<file path="config.mk">
export PLATFORM = sky130hd
export DESIGN_NAME = wsp_xform
export DESIGN_NICKNAME = d
export VERILOG_FILES = /design/src/hdl/wsp_pkg.sv /design/src/hdl/wsp_xform.sv
export SDC_FILE = /design/constraint.sdc
export NUM_CORES = 2
export LEC_CHECK = 0
export BUFFER_PORTS_ARGS = -buffer_cell sky130_fd_sc_hd__buf_2
export CAP_MARGIN = 30
export CELL_PAD_IN_SITES_DETAIL_PLACEMENT = 1
export CELL_PAD_IN_SITES_GLOBAL_PLACEMENT = 2
export CORE_MARGIN = 2
export CORE_UTILIZATION = 46
export CTS_CLUSTER_SIZE = 30
export DETAILED_ROUTE_END_ITERATION = 16
export GPL_TIMING_DRIVEN = 0
export PLACE_DENSITY_LB_ADDON = 0.1
export SETUP_SLACK_MARGIN = 0.02
export SLEW_MARGIN = 20
export SYNTH_ARGS = -nofsm -noshare
export SYNTH_HDL_FRONTEND = slang
export SYNTH_SLANG_ARGS = --single-unit
</file>
<file path="constraint.sdc">
create_clock -name i_clk -period 11.9 [get_ports i_clk]
set_input_delay 1.785 -clock i_clk [delete_from_list [all_inputs] [get_ports i_clk]]
set_output_delay 1.785 -clock i_clk [all_outputs]
set_load 0.05 [all_outputs]
</file>
<file path="src/hdl/wsp_pkg.sv">
// ----------------------------------------------------------------------------
// wsp_pkg
// Shared types and constants for the wall segment projection pipeline.
// ----------------------------------------------------------------------------
package wsp_pkg;

    localparam int COORD_W   = 16;
    localparam int COLOR_W   = 8;
    localparam int DIFF_W    = COORD_W + 1;       // endpoint minus camera
    localparam int PROD_W    = DIFF_W + COORD_W;  // diff times trig value
    localparam int SUM_W     = PROD_W + 1;        // lateral and depth
    localparam int DEP_W     = SUM_W - 1;         // positive depth magnitude
    localparam int LAT_W     = SUM_W - 1;         // lateral magnitude
    localparam int NUM_SX_W  = LAT_W + COORD_W;   // |lateral| * focal
    localparam int HH_SHIFT  = 22;
    localparam int NUM_HH_W  = COORD_W + HH_SHIFT; // focal << 22
    localparam int SX_QBITS  = 17;                // quotient bits for screen x
    localparam int HH_QBITS  = 16;                // quotient bits for half height
    localparam int REM_SX_W  = DEP_W + SX_QBITS;
    localparam int REM_HH_W  = DEP_W + HH_QBITS;
    localparam int LAT_X     = 4;                 // transform stages
    localparam int LAT_D     = SX_QBITS + 1;      // overflow check plus one bit a stage

    localparam int CFG_ADDR_W = 3;
    localparam logic [CFG_ADDR_W-1:0] REG_CAM_X   = 3'd0;
    localparam logic [CFG_ADDR_W-1:0] REG_CAM_Y   = 3'd1;
    localparam logic [CFG_ADDR_W-1:0] REG_DIR_COS = 3'd2;
    localparam logic [CFG_ADDR_W-1:0] REG_DIR_SIN = 3'd3;
    localparam logic [CFG_ADDR_W-1:0] REG_FOCAL   = 3'd4;

    typedef struct packed {
        logic signed [COORD_W-1:0] cam_x;
        logic signed [COORD_W-1:0] cam_y;
        logic signed [COORD_W-1:0] dir_cos;
        logic signed [COORD_W-1:0] dir_sin;
        logic [COORD_W-1:0]        focal;
    } t_cfg;

    // one endpoint, ready for division
    typedef struct packed {
        logic                neg;
        logic                ok;
        logic [NUM_SX_W-1:0] num_sx;
        logic [NUM_HH_W-1:0] num_hh;
        logic [DEP_W-1:0]    dep;
    } t_ep_num;

    typedef struct packed {
        logic                      ok;
        logic signed [COORD_W-1:0] sx;
        logic [COORD_W-1:0]        hh;
    } t_ep_res;

endpackage

</file>
<file path="src/hdl/wsp_xform.sv">
// ----------------------------------------------------------------------------
// wsp_xform
// Camera-space transform of one endpoint and numerator build, four stages.
// ----------------------------------------------------------------------------
module wsp_xform (
    input  logic                                i_clk,
    input  logic                                i_en,
    input  wsp_pkg::t_cfg                       i_cfg,
    input  logic signed [wsp_pkg::COORD_W-1:0]  i_x,
    input  logic signed [wsp_pkg::COORD_W-1:0]  i_y,
    output wsp_pkg::t_ep_num                    o_num
);

    logic signed [wsp_pkg::DIFF_W-1:0] r_dx, r_dy;
    logic signed [wsp_pkg::PROD_W-1:0] r_xc, r_ys, r_xs, r_yc;
    logic signed [wsp_pkg::SUM_W-1:0]  n_lat, n_dep;
    logic                              r_neg, r_ok;
    logic [wsp_pkg::LAT_W-1:0]         r_lat_mag;
    logic [wsp_pkg::DEP_W-1:0]         r_dep;
    wsp_pkg::t_ep_num                  r_num;

    always_comb begin
        n_lat = wsp_pkg::SUM_W'(r_xs) - wsp_pkg::SUM_W'(r_yc);
        n_dep = wsp_pkg::SUM_W'(r_xc) + wsp_pkg::SUM_W'(r_ys);
    end

    always_ff @(posedge i_clk) begin
        if (i_en) begin
            r_dx <= wsp_pkg::DIFF_W'(i_x) - wsp_pkg::DIFF_W'(i_cfg.cam_x);
            r_dy <= wsp_pkg::DIFF_W'(i_y) - wsp_pkg::DIFF_W'(i_cfg.cam_y);

            r_xc <= wsp_pkg::PROD_W'(r_dx * i_cfg.dir_cos);
            r_ys <= wsp_pkg::PROD_W'(r_dy * i_cfg.dir_sin);
            r_xs <= wsp_pkg::PROD_W'(r_dx * i_cfg.dir_sin);
            r_yc <= wsp_pkg::PROD_W'(r_dy * i_cfg.dir_cos);

            r_neg     <= n_lat[wsp_pkg::SUM_W-1];
            r_lat_mag <= n_lat[wsp_pkg::SUM_W-1] ? wsp_pkg::LAT_W'(-n_lat)
                                                 : wsp_pkg::LAT_W'(n_lat);
            r_ok      <= !n_dep[wsp_pkg::SUM_W-1] && (n_dep != '0);
            r_dep     <= wsp_pkg::DEP_W'(n_dep);

            r_num.neg    <= r_neg;
            r_num.ok     <= r_ok;
            r_num.num_sx <= wsp_pkg::NUM_SX_W'(r_lat_mag * i_cfg.focal);
            r_num.num_hh <= {i_cfg.focal, {wsp_pkg::HH_SHIFT{1'b0}}};
            r_num.dep    <= r_dep;
        end
    end

    assign o_num = r_num;

endmodule

</file>
==> reports/qor.log <==
qor: final_layout.multi_input_comb_area 54700 um2
qor: timing.timing_max_transition_violations_final 0
qor: placed_design.place_ws 1.42 ns
qor: timing.min_period_over_period 83.5%
qor: worst_setup_path.worst_endpoint_data_arrival_time 10.30 ns
qor: clock_tree.hold_buffers 0
qor: yosys.yosysWarningCount 0
qor: route.totalWireLength 247000 um
qor: global_routing.grt_pass1_vias 60.3k
qor: yosys.synth_top_flop_cell edfxtp_1
qor: flow_run.max_cap_violations 0
qor: route.route.detailed.vias_per_inst 5.35
qor: yosys.synth_top_area_share 42.4%
qor: yosys.syn_inst 7625
qor: placed_design.dp.final_hpwl 212000 um
qor: clock_tree.postCtsSetupBuffers 0
qor: floorplan.die_x 402 um
qor: clock_tree.cts-root-buf clkbuf_16
qor: hold_path.hold_crit_path_type reg2reg
qor: global_routing.grt_antenna_before_repair 37
qor: final_layout.filler_cell_count 18.0k
qor: route.route.vias.total 53.7k
qor: route.routedWlPerCell 24.6 um
qor: final_layout.mostFrequentLayoutCell inv_1
qor: route.detail_route.drc_violations 0
qor: yosys.synth_area_leader_cell fa_1
qor: yosys.share_of_synthesized_area_occupied_by_flip_flops_and_latches 13.8%
qor: clock_tree.cts_max_level 2
qor: timing.report.final.hold_viol_count 0
qor: worst_setup_path.setup.worst_path.end_class flop
qor: yosys.ff_latch_count_synth 334
qor: floorplan.ioPinCount 236
qor: status.run_status finished clean
qor: floorplan.core_area 157000 um2
qor: clock_tree.cts_made_buffers 45
qor: yosys.number_of_distinct_library_cells_after_synthesis 66
qor: floorplan.core.rowCount 145
qor: final_layout.finish.net_count 10.1k
qor: clock_tree.clk-insertion-delay-late 0.67 ns
qor: worst_setup_path.critical-path-max-stage-delay 0.74 ns
qor: timing.tightest_slew 1.11 ns
qor: final_layout.area_growth_syn_to_layout 7.92%
qor: timing.final.setup_skew 0.0352 ns
qor: timing.timing.hold.ws 0.420 ns
qor: worst_setup_path.worst-path-max-fanout 10
qor: final_layout.area.sequential 10000 um2
qor: yosys.netlist_top_cells_area fa_1 (42%), edfxtp_1 (14%), ha_1 (9.6%), inv_1 (9.4%), and2_1 (5.5%)
qor: worst_setup_path.path_class in2reg
qor: route.drt_pre_antenna_iters 5
qor: global_routing.largest_net_degree_at_the_start_of_global_routing 96
qor: clock_tree.clockBufferDepth 3
qor: global_routing.track_usage 31.5%
qor: clock_tree.post_cts_resize_count 0
qor: worst_setup_path.crit_slowest_cell clkbuf_1
qor: yosys.synth-edff-count 334
qor: placed_design.port_buffers 207
qor: yosys.proportion_of_synthesized_flip_flops_having_asynchronous_set_or_reset 0%
qor: timing.max_freq 101 MHz
qor: worst_setup_path.reg2reg_setup_slack 2.88 ns
qor: yosys.syn-mean-instance-area 9.54 um2
qor: worst_setup_path.startpoint_type primary input
qor: final_layout.layout_common_cells inv_1 (1825), fa_1 (1540), nand2_1 (1035)
qor: global_routing.grt_overflow 0
qor: timing.grt_setup_unrepaired false
qor: placed_design.place.detailed.instances 9942
qor: worst_setup_path.cp.required 12.26 ns
qor: final_layout.post_route_cells_drive_above_1_share 4.48%
qor: floorplan.die_y 402 um
qor: timing.setup_total_negative_slack 0 ns
qor: yosys.syn_area 72800 um2
qor: clock_tree.clock-sinks 334
qor: placed_design.gp_congestion 0.959
qor: route.first_iter_violations 3207
qor: timing.setup_viol 0
qor: timing.timing.final.ws_setup 1.96 ns
qor: floorplan.initial_core_utilization 46.4%
qor: clock_tree.cts_tree done
qor: floorplan.floorplan.die_area 161000 um2
qor: timing.slew_headroom 26.1%
qor: timing.final_critical_period 9.94 ns
qor: route.drtAntennaViolNets 0
qor: final_layout.finish.cell_count_without_fillers 10.0k
qor: global_routing.grt_pass1_wl 377000 um
qor: clock_tree.path_clk_slew 0.06 ns
Yosys cell counts, drive strengths merged (23+ instances only):
| cell type | count |
|---|---|
| o21bai | 46 |
| a21boi | 28 |
| clkbuf | 298 |
| nand2b | 55 |
| and2 | 634 |
| nor2b | 32 |
| o21ai | 126 |
| xnor2 | 214 |
| nor2 | 196 |
| o21a | 38 |
| a21o | 104 |
| and3 | 26 |
| ha | 556 |
| nor3 | 33 |
| edfxtp | 334 |
| nand2 | 1035 |
| inv | 1825 |
| a21oi | 184 |
| xor2 | 72 |
| buf | 23 |
| nand3 | 33 |
| fa | 1540 |
through the flow:
stage / utilization, % / area [um2]
finish: 50.1 / 78500
global placement: 48.8 / 76500
floorplan: - / 72900
global route: 50.1 / 78500
detailed placement: 49.1 / 76900
CTS: 50.1 / 78500
sequential cells by signal (all words and copies together), names as in the netlist:
register   flops
o_num        100
r_dep         33
r_lat_mag     33
r_xc          33
r_xs          33
r_yc          33
r_ys          33
r_dx          17
r_dy          17
r_neg          1
r_ok           1
kinds of logic after synthesis:
family / Yosys count / synth area share (%)
buf+inv: 2146 / 11.2
simple gates: 2109 / 13.9
fa+ha+maj: 2096 / 51.9
compound gates: 652 / 5.80
flops: 334 / 13.8
xor+xnor: 286 / 3.44
other cells: 1 / 0.00515
mux: 1 / 0.0138
final timing paths:
check | from | end | cells after the start
hold reg to reg | r_dep[3] | o_num[3] | 0
setup reg to reg | r_dx[9] | r_xs[31] | 23
hold / removal | r_dep[3] | o_num[3] | 0
setup / recovery | i_cfg[20] | r_xs[31] | 26
worst max-delay path: cells and delay by family:
| kind | cells | cell delay [ns] |
|---|---|---|
| and+or+nand+nor | 3 | 0.94 |
| adders and majority gates | 7 | 2.97 |
| xor gates and xnor gates | 1 | 0.31 |
| buffers and inverters | 7 | 1.66 |
| AOI/OAI and AO/OA | 8 | 2.59 |
final cells by class:
cell class,count,share of cell area (%)
multi-input cells,5166,69.6
flip-flops and latches,334,12.8
inverters,1825,8.72
well taps,2058,3.28
repair buffers,243,1.92
plain buffers,321,1.65
clock buffers,53,1.47
clock inverters,28,0.515
diodes,14,0.0446
metal layers:
layer / wire length, um / GRT usage [%] / up-vias
met3: 11900 / 3.50 / 479
met2: 123000 / 54.6 / 1421
li1: - / - / 23400
met5: 44 / 0 / -
met1: 95700 / 38.5 / 28400
met4: 16800 / 17.6 / 6
Power is left out: the tool's default activity adds up to more than one toggle a clock period on the data nets, which glitch-free logic cannot reach.
